`config.mk`:
```
export PLATFORM = sky130hd
export DESIGN_NAME = link_loss_failsafe_with_status_led_flat
export DESIGN_NICKNAME = d
export VERILOG_FILES = /design/src/hdl/llf_pkg.sv /design/src/hdl/llf_in_if.sv /design/src/hdl/llf_out_if.sv /design/src/hdl/llf_in_stage.sv /design/src/hdl/llf_update.sv /design/src/hdl/llf_out_stage.sv /design/src/hdl/link_loss_failsafe_with_status_led.sv /design/src/flat_wrapper.sv
export SDC_FILE = /design/constraint.sdc
export NUM_CORES = 1
export LEC_CHECK = 0
export BUFFER_PORTS_ARGS = -buffer_cell sky130_fd_sc_hd__buf_2
export CAP_MARGIN = 20
export CORE_ASPECT_RATIO = 2
export CORE_MARGIN = 2
export CORE_UTILIZATION = 60
export CTS_CLUSTER_DIAMETER = 100
export DETAILED_ROUTE_END_ITERATION = 8
export PLACE_DENSITY = 0.79
export SLEW_MARGIN = 30
export SYNTH_ARGS = -nofsm -noshare
export SYNTH_HDL_FRONTEND = slang
export SYNTH_SLANG_ARGS = --single-unit
export TNS_END_PERCENT = 50
```
`constraint.sdc`:
```
create_clock -name i_clk -period 4.14 [get_ports i_clk]
set_input_delay 0.828 -clock i_clk [delete_from_list [all_inputs] [get_ports i_clk]]
set_output_delay 0.828 -clock i_clk [all_outputs]
set_load 0.03 [all_outputs]
```
`src/hdl/llf_pkg.sv`:
```
// Shared types and constants for the link-loss failsafe block.
`timescale 1ns / 1ps

package llf_pkg;

    localparam int PHASE_W      = 10;
    localparam int LOSS_W       = 16;
    localparam int SLOT_W       = 8;
    localparam int CFG_DATA_W   = 16;
    localparam int CFG_IDX_W    = 1;

    localparam logic [PHASE_W-1:0] PHASE_LAST   = PHASE_W'(999);
    localparam logic [PHASE_W-1:0] BLINK_ON_A   = PHASE_W'(0);
    localparam logic [PHASE_W-1:0] BLINK_ON_B   = PHASE_W'(130);
    localparam logic [PHASE_W-1:0] BLINK_OFF_A  = PHASE_W'(30);
    localparam logic [PHASE_W-1:0] BLINK_OFF_B  = PHASE_W'(160);
    localparam logic [PHASE_W-1:0] LOST_ON_MAX  = PHASE_W'(500);

    localparam logic [LOSS_W-1:0]  LOSS_LIMIT_RST = LOSS_W'(500);
    localparam logic [SLOT_W-1:0]  SLOT_DIV_RST   = SLOT_W'(5);

    typedef enum logic [CFG_IDX_W-1:0] {
        CFG_LOSS_LIMIT   = 1'b0,
        CFG_SLOT_DIVIDER = 1'b1
    } t_cfg_index;

    typedef struct packed {
        logic                  we;
        logic [CFG_IDX_W-1:0]  index;
        logic [CFG_DATA_W-1:0] data;
    } t_cfg_wr;

    typedef struct packed {
        logic fresh_packet;
    } t_in_item;

    typedef struct packed {
        logic led_on;
        logic link_up;
        logic motors_allowed;
        logic slot_strobe;
    } t_out_item;

endpackage

```
`src/hdl/llf_in_if.sv`:
```
// Tick input channel: valid/ready with the tick item.
`timescale 1ns / 1ps

interface llf_in_if;
    logic               valid;
    logic               ready;
    llf_pkg::t_in_item  payload;

    modport source (output valid, output payload, input ready);
    modport sink   (input valid, input payload, output ready);
endinterface

```
`src/hdl/llf_out_if.sv`:
```
// Result channel: valid/ready with the status item.
`timescale 1ns / 1ps

interface llf_out_if;
    logic                valid;
    logic                ready;
    llf_pkg::t_out_item  payload;

    modport source (output valid, output payload, input ready);
    modport sink   (input valid, input payload, output ready);
endinterface

```
`src/hdl/llf_in_stage.sv`:
```
// Input register stage holding one accepted tick item.
`timescale 1ns / 1ps

module llf_in_stage (
    input  logic              i_clk,
    input  logic              i_rst_n,
    input  logic              i_valid,
    output logic              o_ready,
    input  llf_pkg::t_in_item i_item,
    input  logic              i_advance,
    output logic              o_valid,
    output llf_pkg::t_in_item o_item
);
    import llf_pkg::*;

    logic     r_valid;
    t_in_item r_item;

    // free slot, or the held item moves on this cycle
    assign o_ready = !r_valid || i_advance;

    always_ff @(posedge i_clk) begin
        if (!i_rst_n) begin
            r_valid <= 1'b0;
        end else if (o_ready) begin
            r_valid <= i_valid;
        end
    end

    always_ff @(posedge i_clk) begin
        if (o_ready && i_valid) begin
            r_item <= i_item;
        end
    end

    assign o_valid = r_valid;
    assign o_item  = r_item;
endmodule

```
`src/hdl/llf_update.sv`:
```
// Failsafe state, config registers and the per-tick next-state logic.
`timescale 1ns / 1ps

module llf_update (
    input  logic               i_clk,
    input  logic               i_rst_n,
    input  llf_pkg::t_cfg_wr   i_cfg,
    input  logic               i_fire,
    input  llf_pkg::t_in_item  i_item,
    output llf_pkg::t_out_item o_result
);
    import llf_pkg::*;

    logic [LOSS_W-1:0]  r_loss_limit;
    logic [SLOT_W-1:0]  r_slot_div;
    logic [PHASE_W-1:0] r_phase,  n_phase;
    logic [LOSS_W-1:0]  r_loss,   n_loss;
    logic               r_link,   n_link;
    logic               r_motor,  n_motor;
    logic               r_led,    n_led;
    logic [SLOT_W-1:0]  r_slot,   n_slot;
    logic               n_strobe;
    logic [LOSS_W-1:0]  loss_inc;
    logic [SLOT_W-1:0]  slot_inc;

    always_ff @(posedge i_clk) begin
        if (!i_rst_n) begin
            r_loss_limit <= LOSS_LIMIT_RST;
            r_slot_div   <= SLOT_DIV_RST;
        end else if (i_cfg.we) begin
            case (t_cfg_index'(i_cfg.index))
                CFG_LOSS_LIMIT:   r_loss_limit <= i_cfg.data[LOSS_W-1:0];
                CFG_SLOT_DIVIDER: r_slot_div   <= i_cfg.data[SLOT_W-1:0];
                default:          r_loss_limit <= r_loss_limit;
            endcase
        end
    end

    always_comb begin
        n_phase = (r_phase == PHASE_LAST) ? '0 : r_phase + PHASE_W'(1);

        // LED follows the link state held before this tick's update
        n_led = r_led;
        if (r_link) begin
            if (n_phase == BLINK_ON_A || n_phase == BLINK_ON_B) begin
                n_led = 1'b1;
            end
            if (n_phase == BLINK_OFF_A || n_phase == BLINK_OFF_B) begin
                n_led = 1'b0;
            end
        end else begin
            n_led = (n_phase <= LOST_ON_MAX);
        end

        loss_inc = r_loss + LOSS_W'(1);
        n_loss   = loss_inc;
        n_link   = r_link;
        n_motor  = r_motor;
        if (i_item.fresh_packet) begin
            n_loss  = '0;
            n_link  = 1'b1;
            n_motor = 1'b1;
        end else if (loss_inc >= r_loss_limit) begin
            n_loss  = '0;
            n_link  = 1'b0;
            n_motor = 1'b0;
        end

        slot_inc = r_slot + SLOT_W'(1);
        n_slot   = slot_inc;
        n_strobe = 1'b0;
        if (slot_inc >= r_slot_div) begin
            n_slot   = '0;
            n_strobe = 1'b1;
        end
    end

    always_ff @(posedge i_clk) begin
        if (!i_rst_n) begin
            r_phase <= '0;
            r_loss  <= '0;
            r_link  <= 1'b0;
            r_motor <= 1'b0;
            r_led   <= 1'b0;
            r_slot  <= '0;
        end else if (i_fire) begin
            r_phase <= n_phase;
            r_loss  <= n_loss;
            r_link  <= n_link;
            r_motor <= n_motor;
            r_led   <= n_led;
            r_slot  <= n_slot;
        end
    end

    assign o_result.led_on         = n_led;
    assign o_result.link_up        = n_link;
    assign o_result.motors_allowed = n_motor;
    assign o_result.slot_strobe    = n_strobe;
endmodule

```
`src/hdl/llf_out_stage.sv`:
```
// Result register stage facing the output channel.
`timescale 1ns / 1ps

module llf_out_stage (
    input  logic               i_clk,
    input  logic               i_rst_n,
    input  logic               i_valid,
    input  llf_pkg::t_out_item i_item,
    output logic               o_can_load,
    output logic               o_valid,
    input  logic               i_ready,
    output llf_pkg::t_out_item o_item
);
    import llf_pkg::*;

    logic      r_valid;
    t_out_item r_item;

    assign o_can_load = !r_valid || i_ready;

    always_ff @(posedge i_clk) begin
        if (!i_rst_n) begin
            r_valid <= 1'b0;
        end else if (o_can_load) begin
            r_valid <= i_valid;
        end
    end

    always_ff @(posedge i_clk) begin
        if (o_can_load && i_valid) begin
            r_item <= i_item;
        end
    end

    assign o_valid = r_valid;
    assign o_item  = r_item;
endmodule

```
`src/hdl/link_loss_failsafe_with_status_led.sv`:
```
// Top level of the link-loss failsafe watchdog with status LED.
//
//  channel   dir  handshake      payload
//  i_in      in   valid/ready    fresh_packet
//  o_out     out  valid/ready    led_on, link_up, motors_allowed, slot_strobe
//  i_cfg_*   in   write enable   index 0 loss_limit, 1 slot_divider
//
// One tick item per clock while the output is not stalled; each item is held
// in the input register, is evaluated against the failsafe state, and lands
// in the result register, from which it is offered on the output channel.
// A stalled output holds the result register and then the input register;
// the block keeps taking items as long as either register can move.
// Synchronous active-low reset clears all state; config returns to
// loss_limit 500 and slot_divider 5.
`timescale 1ns / 1ps

module link_loss_failsafe_with_status_led (
    input  logic                             i_clk,
    input  logic                             i_rst_n,
    input  logic                             i_cfg_we,
    input  logic [llf_pkg::CFG_IDX_W-1:0]    i_cfg_index,
    input  logic [llf_pkg::CFG_DATA_W-1:0]   i_cfg_data,
    llf_in_if.sink                           i_in,
    llf_out_if.source                        o_out
);
    import llf_pkg::*;

    t_cfg_wr   cfg;
    logic      stage_valid;
    t_in_item  stage_item;
    logic      out_can_load;
    logic      advance;
    t_out_item result;

    assign cfg.we    = i_cfg_we;
    assign cfg.index = i_cfg_index;
    assign cfg.data  = i_cfg_data;

    // The held tick moves into the result register, and the state is
    // updated, in the same cycle; nothing else ever touches the state.
    assign advance = stage_valid && out_can_load;

    llf_in_stage u_in_stage (
        .i_clk     (i_clk),
        .i_rst_n   (i_rst_n),
        .i_valid   (i_in.valid),
        .o_ready   (i_in.ready),
        .i_item    (i_in.payload),
        .i_advance (advance),
        .o_valid   (stage_valid),
        .o_item    (stage_item)
    );

    llf_update u_update (
        .i_clk    (i_clk),
        .i_rst_n  (i_rst_n),
        .i_cfg    (cfg),
        .i_fire   (advance),
        .i_item   (stage_item),
        .o_result (result)
    );

    llf_out_stage u_out_stage (
        .i_clk      (i_clk),
        .i_rst_n    (i_rst_n),
        .i_valid    (stage_valid),
        .i_item     (result),
        .o_can_load (out_can_load),
        .o_valid    (o_out.valid),
        .i_ready    (o_out.ready),
        .o_item     (o_out.payload)
    );
endmodule
```
`src/flat_wrapper.sv`:
```
// flat-port wrapper written by rule: the top's interface ports become plain ports
module link_loss_failsafe_with_status_led_flat import llf_pkg::*;
  (i_clk, i_rst_n, i_cfg_we, i_cfg_index, i_cfg_data, i_in_valid, i_in_payload, i_in_ready, o_out_valid, o_out_payload, o_out_ready);
  llf_in_if i_in_i ();
  llf_out_if o_out_i ();
  input  logic i_clk;
  input  logic i_rst_n;
  input  logic i_cfg_we;
  input  logic [llf_pkg::CFG_IDX_W-1:0] i_cfg_index;
  input  logic [llf_pkg::CFG_DATA_W-1:0] i_cfg_data;
  input wire logic [$bits(i_in_i.valid)-1:0] i_in_valid;
  input wire logic [$bits(i_in_i.payload)-1:0] i_in_payload;
  output wire logic [$bits(i_in_i.ready)-1:0] i_in_ready;
  output wire logic [$bits(o_out_i.valid)-1:0] o_out_valid;
  output wire logic [$bits(o_out_i.payload)-1:0] o_out_payload;
  input wire logic [$bits(o_out_i.ready)-1:0] o_out_ready;
  assign i_in_i.valid = i_in_valid;
  assign i_in_i.payload = i_in_payload;
  assign i_in_ready = i_in_i.ready;
  assign o_out_valid = o_out_i.valid;
  assign o_out_payload = o_out_i.payload;
  assign o_out_i.ready = o_out_ready;
  link_loss_failsafe_with_status_led u_core (.i_clk(i_clk), .i_rst_n(i_rst_n), .i_cfg_we(i_cfg_we), .i_cfg_index(i_cfg_index), .i_cfg_data(i_cfg_data), .i_in(i_in_i), .o_out(o_out_i));
endmodule
```
Word level (Yosys, flattened, before mapping)
Index checks and enable logic that the tools add are counted.
{ "word_totals": {"ff_bits": 68, "latch_bits": 0, "ram_bits": 0, "romBits": 0, "in_bits": 23, "output_inout_bits": 6, "word_cells": 49, "mem_count": 0} }
{ "op_classes": {"addsub": 3, "mul": 0, "div_mod_pow": 0, "magnitude_cmp": 3, "n_eq_ne": 4, "shift": 0, "mux": 12, "n_bitwise": 1, "n_reduce_logical": 11} }
{ "op_table": {"columns": ["operator", "n"], "rows": [
  ["$mux W16", 2],
  ["$eq A10 B8 Y1 const B", 2],
  ["$add A16 B1 Y16 const B", 1],
  ["$ge A16 B16 Y1", 1],
  ["$add A10 B1 Y10 const B", 1],
  ["$eq A10 B10 Y1 const B", 1],
  ["$eq A10 B5 Y1 const B", 1],
  ["$le A10 B9 Y1 const B", 1],
  ["$logic_not A10 Y1", 1],
  ["$mux W10", 1],
  ["$add A8 B1 Y8 const B", 1],
  ["$ge A8 B8 Y1", 1],
  ["$mux W1", 8],
  ["$mux W8", 1],
  ["$logic_or A1 B1 Y1", 4],
  ["$reduce_and A2 Y1", 2],
  ["$logic_and A1 B1 Y1", 2],
  ["$logic_not A1 Y1", 2],
  ["$not A1 Y1", 1]
]} }

Longest topological paths before layout
{ "depth": {"ltp_word": 7, "depth_mapped": 16, "mapped_depth_nobuf": 14} }

By module
Synthesis repeated with hierarchy kept, for this count alone.
{ "hier_totals": {"hier_cells": 489, "hier_area_um2": 4051.4} }
{ "by_module_without_submodules": {"columns": ["module", "n_inst", "cells_per_inst", "area_each_um2", "seq_area_each_um2"], "rows": [
  ["llf_update", 1, 473, 3779.9, 1221.2],
  ["llf_out_stage", 1, 9, 177.7, 140.1],
  ["llf_in_stage", 1, 6, 87.6, 50.0],
  ["link_loss_failsafe_with_status_led", 1, 1, 6.3, 0.0]
]} }

Worst setup path before layout
OpenSTA, ideal clock, no wires.
{ "synth_path": {"path_type": "flip-flop to flip-flop", "startpoint": "reg u_core.u_update.r_loss[0]", "endpoint": "reg u_core.u_out_stage.r_item, in the netlist u_core.u_out_stage.o_item[1], data pin", "setup_ps": 254, "arrival_ps": 2777, "required_ps": 3886, "setup_slack_ps": 1110, "stages_incl_launch_ff": 15, "n_path_buf": 2, "synth_period_minus_slack_ps": 3030, "cell_sequence": "dfxtp_1 -> and3_1 -> nand3_1 -> nor2_1 -> nand3_1 -> and2_1 -> or2_2 -> ha_1 -> nand4_1 -> a211oi_1 -> nand2_1 -> a41o_1 -> buf_2 -> buf_2 -> a21o_1"} }
{ "synth_between": {"elab_chain_cells": 4} }
{ "synth_rtl": {"columns": ["item", "line_no", "rtl"], "rows": [
  ["from (decl)", "llf_update.sv:17", "logic [LOSS_W-1:0] r_loss, n_loss;"],
  ["from (signal assigned)", "llf_update.sv:88", "r_loss <= n_loss;"],
  ["$add A16 B1 Y16", "llf_update.sv:55", "loss_inc = r_loss + LOSS_W'(1);"],
  ["$ge A16 B16 Y1", "llf_update.sv:63", "end else if (loss_inc >= r_loss_limit) begin"],
  ["$mux W1", "llf_update.sv:63", null],
  ["$mux W1", "llf_update.sv:59", "if (i_item.fresh_packet) begin"],
  ["via u_core.u_update.n_motor", "llf_update.sv:19", "logic r_motor, n_motor;"],
  ["to (signal assigned)", "llf_out_stage.sv:31", "r_item <= i_item;"],
  ["to (decl)", "llf_out_stage.sv:17", "t_out_item r_item;"]
]} }
The timed path passes the listed nets, and every way through them passes these cells.
A chain may end at the register's enable or synchronous reset.

Final worst setup path
{ "layout_path": {"startpoint": "reg u_core.u_update.r_loss[0]", "endpoint": "reg u_core.u_update.r_link"} }
{ "layout_between": {"elab_chain_cells": 4} }
{ "layout_rtl": {"columns": ["item", "line_no", "rtl"], "rows": [
  ["$add A16 B1 Y16", "llf_update.sv:55", null],
  ["$ge A16 B16 Y1", "llf_update.sv:63", null],
  ["$mux W1", "llf_update.sv:63", null],
  ["$mux W1", "llf_update.sv:59", null],
  ["to (signal assigned)", "llf_update.sv:89", "r_link <= n_link;"],
  ["to (decl)", "llf_update.sv:18", "logic r_link, n_link;"]
]} }
Every way passes these cells.

==> results summary <==
The multi-input gate area in the final layout is around 2200 um^2. The H-tree level count is 3. The total overflow left after global routing is 0.

The clock edge transition at the registers on the reported setup and hold paths came out at 0.06 ns. The via density per instance is a little under 6. The longest individual stage delay on the worst path came out at roughly 0.46 ns. The placed wire-length estimate after detailed placement came out at approximately 6800 um.

The wire length of the first global-routing pass came out at 15200 um. The number of cells on the worst hold path came out at 2. The first TritonRoute pass finished after 4 iterations.

The flow ran to the end, and the final reports show no timing, DRC or antenna violations. The worst register-to-register path has a depth of 13. Traced cell by cell, the critical path runs through and3_1, nand3_1, nor2_1, nand3_1, and2_1, or2_2, ha_1, nand4_1, a211oi_1, nand2_1, a41o_1, o31ai_1, nor2_1. The floorplan step defined a core boundary enclosing about 6300 um^2. In this run the tool buffered the top-level ports with 28 buffer cells. After routing, the total negative slack on setup checks comes to 0 ns.

The cell sitting at the root of the clock tree is a sky130_fd_sc_hd__clkbuf_16. Cells fill 70.1% of the core in the end. Setup repair after global routing left no endpoint under its margin. Static timing analysis puts the maximum clock frequency at just under 0.3 GHz. STA classifies the critical path endpoint as a register. Across the run, the number of max-cap violations was 0. The overall die height came out at about 120 um.

The number of nets in the synthesized netlist came out at around 530. The worst setup path is of the reg2reg kind. The combined flip-flop and latch cell area is 1410 um^2. Yosys mapped a number of flops with a built-in enable equal to 5.

The setup slack of the worst register-to-register path is between 0.7 and 0.8 ns. The largest net degree at the start of global routing came out at 29. The power per unit of standard cell area came out at slightly below 400 nW/um^2. The total die area is around 7200 um^2. Leaving out fill and tap cells, the most frequent cell in the layout is sky130_fd_sc_hd__nand2_1.

The DRC violation total after the first TritonRoute iteration is 191. Among all flip-flop cells after synthesis, the most frequent one is sky130_fd_sc_hd__dfxtp_1. The number of global-route vias before repair came out at about 3400.

The number of clock buffers added by TritonCTS is 9. The number of library cell types mapped by synthesis is 54. The path class of the tightest hold or removal check is reg2reg. The cell with the largest stage delay on the worst path is sky130_fd_sc_hd__a41o_1. The total number of yosys warnings is 0. The final-report max-slew violation count is 0. The post-cts hold buffer count is 0. A synthesized cell averages between 8 and 9 um^2. For this run, design rule violations remaining after detail routing come to 0. The number of fillers in the final layout came out at 535. The worst hold path begins at u_core.u_update.r_loss_limit[3]. The proportion of synthesized flip-flops having asynchronous set or reset is 0%. CTS saw 68 sinks.

The total setup violations reported at the end of the flow came out at 0. The routed via count is around 3400. The horizontal die dimension came out at between 60 and 70 um. The startpoint identified for the worst register-to-register timing path is u_core.u_update.r_loss[0].

In the final routed layout, each cell accounts on average for approximately 16 um. In the finished design, the share of the clock period the worst path needs comes to between 80 and 90%. On the final layout, the worst hold slack is about 0.46 ns.

By area the synthesized netlist is led by sky130_fd_sc_hd__dfxtp_1 32%, sky130_fd_sc_hd__ha_1 9.0%, sky130_fd_sc_hd__nand2_1 8.9%, sky130_fd_sc_hd__edfxtp_1 3.9%, sky130_fd_sc_hd__a21oi_1 3.4%. The routability congestion estimate from global placement is just under 0.9. STA puts the critical path data required time at between 4 and 5 ns. Of all nets on the critical path, the largest fanout is 19. The top cell types in the final layout, fill and taps aside, are 92 x sky130_fd_sc_hd__nand2_1, 63 x sky130_fd_sc_hd__dfxtp_1, 30 x sky130_fd_sc_hd__nor2_1. The setup fix buffers added after clock tree synthesis came out at 0. STA classifies the critical path startpoint as a register. The worst-skew pair later-pin latency came out at between 0.3 and 0.4 ns.

The tightest slew margin relative to the limit is between 40% and 50%. The share of the synthesized area in the top cell type is approximately 32%. The static leakage is between 1.5 and 2 nW. The area growth from synthesis to layout is 13.0%. The count of nets after finishing is 545. The number of inserted diodes is 0. The detail route stage leaves a number of antenna-violating nets equal to 0. The synthesized design contains 68 register bits. The post-synth design cell area is approximately 3900 um^2. The number of antenna violations at the first check in global routing came out at 0. VDD sags by at most 354 uV. The terminating pin of the worst hold path is u_core.u_update.r_loss_limit[3].

TritonCTS built the clock tree. Summing internal, switching and leakage power gives around 1.7 mW. Sequential cells were found to cover a little over a third of the synthesized design area.

The site row count came out at 41. Once the floorplan was initialized, standard cells occupied between 60 and 70% of the core. The arrival time at the worst endpoint came out at roughly 3.6 ns. The post-cts gate resize count is 0.

Counting I/O delays and the setup requirement, the final critical path takes 3.41 ns. The number of hold-slack violations in the final timing report came out at 0. The routed wire length came out at roughly 9300 um. In this run the critical register-to-register path is captured at u_core.u_update.r_link. The fraction of final layout cells with drive strength greater than 1 came out at around an eighth. The pin slew with the least headroom to its limit is 0.780 ns. The global-route total usage across every layer came out at between 20% and 30%. In this run the count of I/O pins placed on the die edge is 29. The number of instances in the synthesized netlist is between 400 and 500. The clock passes through at most 2 buffers. The worst setup skew after layout came out at about 0.0026 ns.

The library cell with the largest summed area after synthesis is sky130_fd_sc_hd__dfxtp_1.
-- how the worst max path moves through the flow --
| stage | from | to | slack, ns | depth (start not counted) |
|---|---|---|---|---|
| after global routing | u_core.u_update.r_loss[0] | u_core.u_update.r_motor | 0.42 | 13 |
| after global placement | u_core.u_update.r_loss[0] | u_core.u_update.r_link | 0.88 | 13 |
| after detailed placement | u_core.u_update.r_loss[0] | u_core.u_update.r_link | 0.76 | 13 |
| after floorplan | u_core.u_update.r_loss[0] | u_core.u_out_stage.o_item[1] | 1.11 | 14 |
| final | u_core.u_update.r_loss[0] | u_core.u_update.r_link | 0.73 | 13 |
| after CTS | u_core.u_update.r_loss[0] | u_core.u_update.r_link | 0.72 | 14 |
-- state kept, by name, indices dropped and copies added, names as in the netlist --
register / flops
u_core.u_in_stage.o_item: 1
u_core.u_in_stage.o_valid: 1
u_core.u_out_stage.o_item: 4
u_core.u_out_stage.o_valid: 1
u_core.u_update.r_led: 1
u_core.u_update.r_link: 1
u_core.u_update.r_loss: 16
u_core.u_update.r_loss_limit: 16
u_core.u_update.r_motor: 1
u_core.u_update.r_phase: 10
u_core.u_update.r_slot: 8
u_core.u_update.r_slot_div: 8
-- stage by stage --
step | std cells | cell area [um^2] | worst slack (ns)
after floorplan | 476 | 3880 | 1.11
after global placement | 569 | 4040 | 0.877
after detailed placement | 569 | 4040 | 0.756
after CTS | 585 | 4380 | 0.718
after global routing | 585 | 4380 | 0.421
final | 585 | 4380 | 0.733
-- where the power goes --
part           internal (mW)  switching, mW  total, mW
registers              0.685         0.0164      0.701
logic                 0.0464         0.0763      0.123
clock network          0.586          0.295      0.880
-- layout make-up --
cell class                      count  share of cell area (%)
Clock buffer                        9                    5.14
Inverter                           28                    2.40
Tap cell                           86                    2.45
Sequential cell                    68                    32.2
Timing Repair Buffer               33                    4.05
Multi-Input combinational cell    354                    51.1
Clock inverter                      7                    2.63
-- critical path: cells and delay by family (launching register included) --
kind	cells	cell delay, ns
compound gates	3	1.05
simple gates	9	1.52
flops	1	0.42
fa+ha+maj	1	0.30
-- metal layers --
| metal | vias up | routed length (um) | GRT usage [%] |
|---|---|---|---|
| li1 | 1698 | - | - |
| met1 | 1605 | 3270 | 28.2 |
| met2 | 92 | 5140 | 48.7 |
| met3 | 35 | 324 | 5.38 |
| met4 | 0 | 546 | 18.6 |
| met5 | - | 0 | 0 |
-- synth_stat cells (all sizes together) (6+ instances only) --
library cell	instances
a211oi	6
a21boi	9
a21oi	26
a31oi	7
a32o	12
and3	6
buf	14
clkbuf	12
dfxtp	63
ha	28
inv	28
nand2	94
nand2b	6
nand3	25
nor2	30
nor2b	8
nor3	6
o211ai	11
o21ai	13
xnor2	11
xor2	12
-- cells by family (layout without fill, tap and decap cells) --
kind of cell | after synthesis | in the layout | share of synthesized area [%]
AO/OA/AOI/OAI | 102 | 102 | 18.7
XOR/XNOR | 23 | 23 | 5.19
adder cells (fa/ha/maj) | 28 | 28 | 9.03
buffers and inverters | 54 | 77 | 5.87
flip-flops | 68 | 68 | 36.4
multiplexers | 3 | 3 | 0.774
AND/OR/NAND/NOR | 198 | 198 | 24.1
Note: power is estimated with default switching activity, not from simulation.
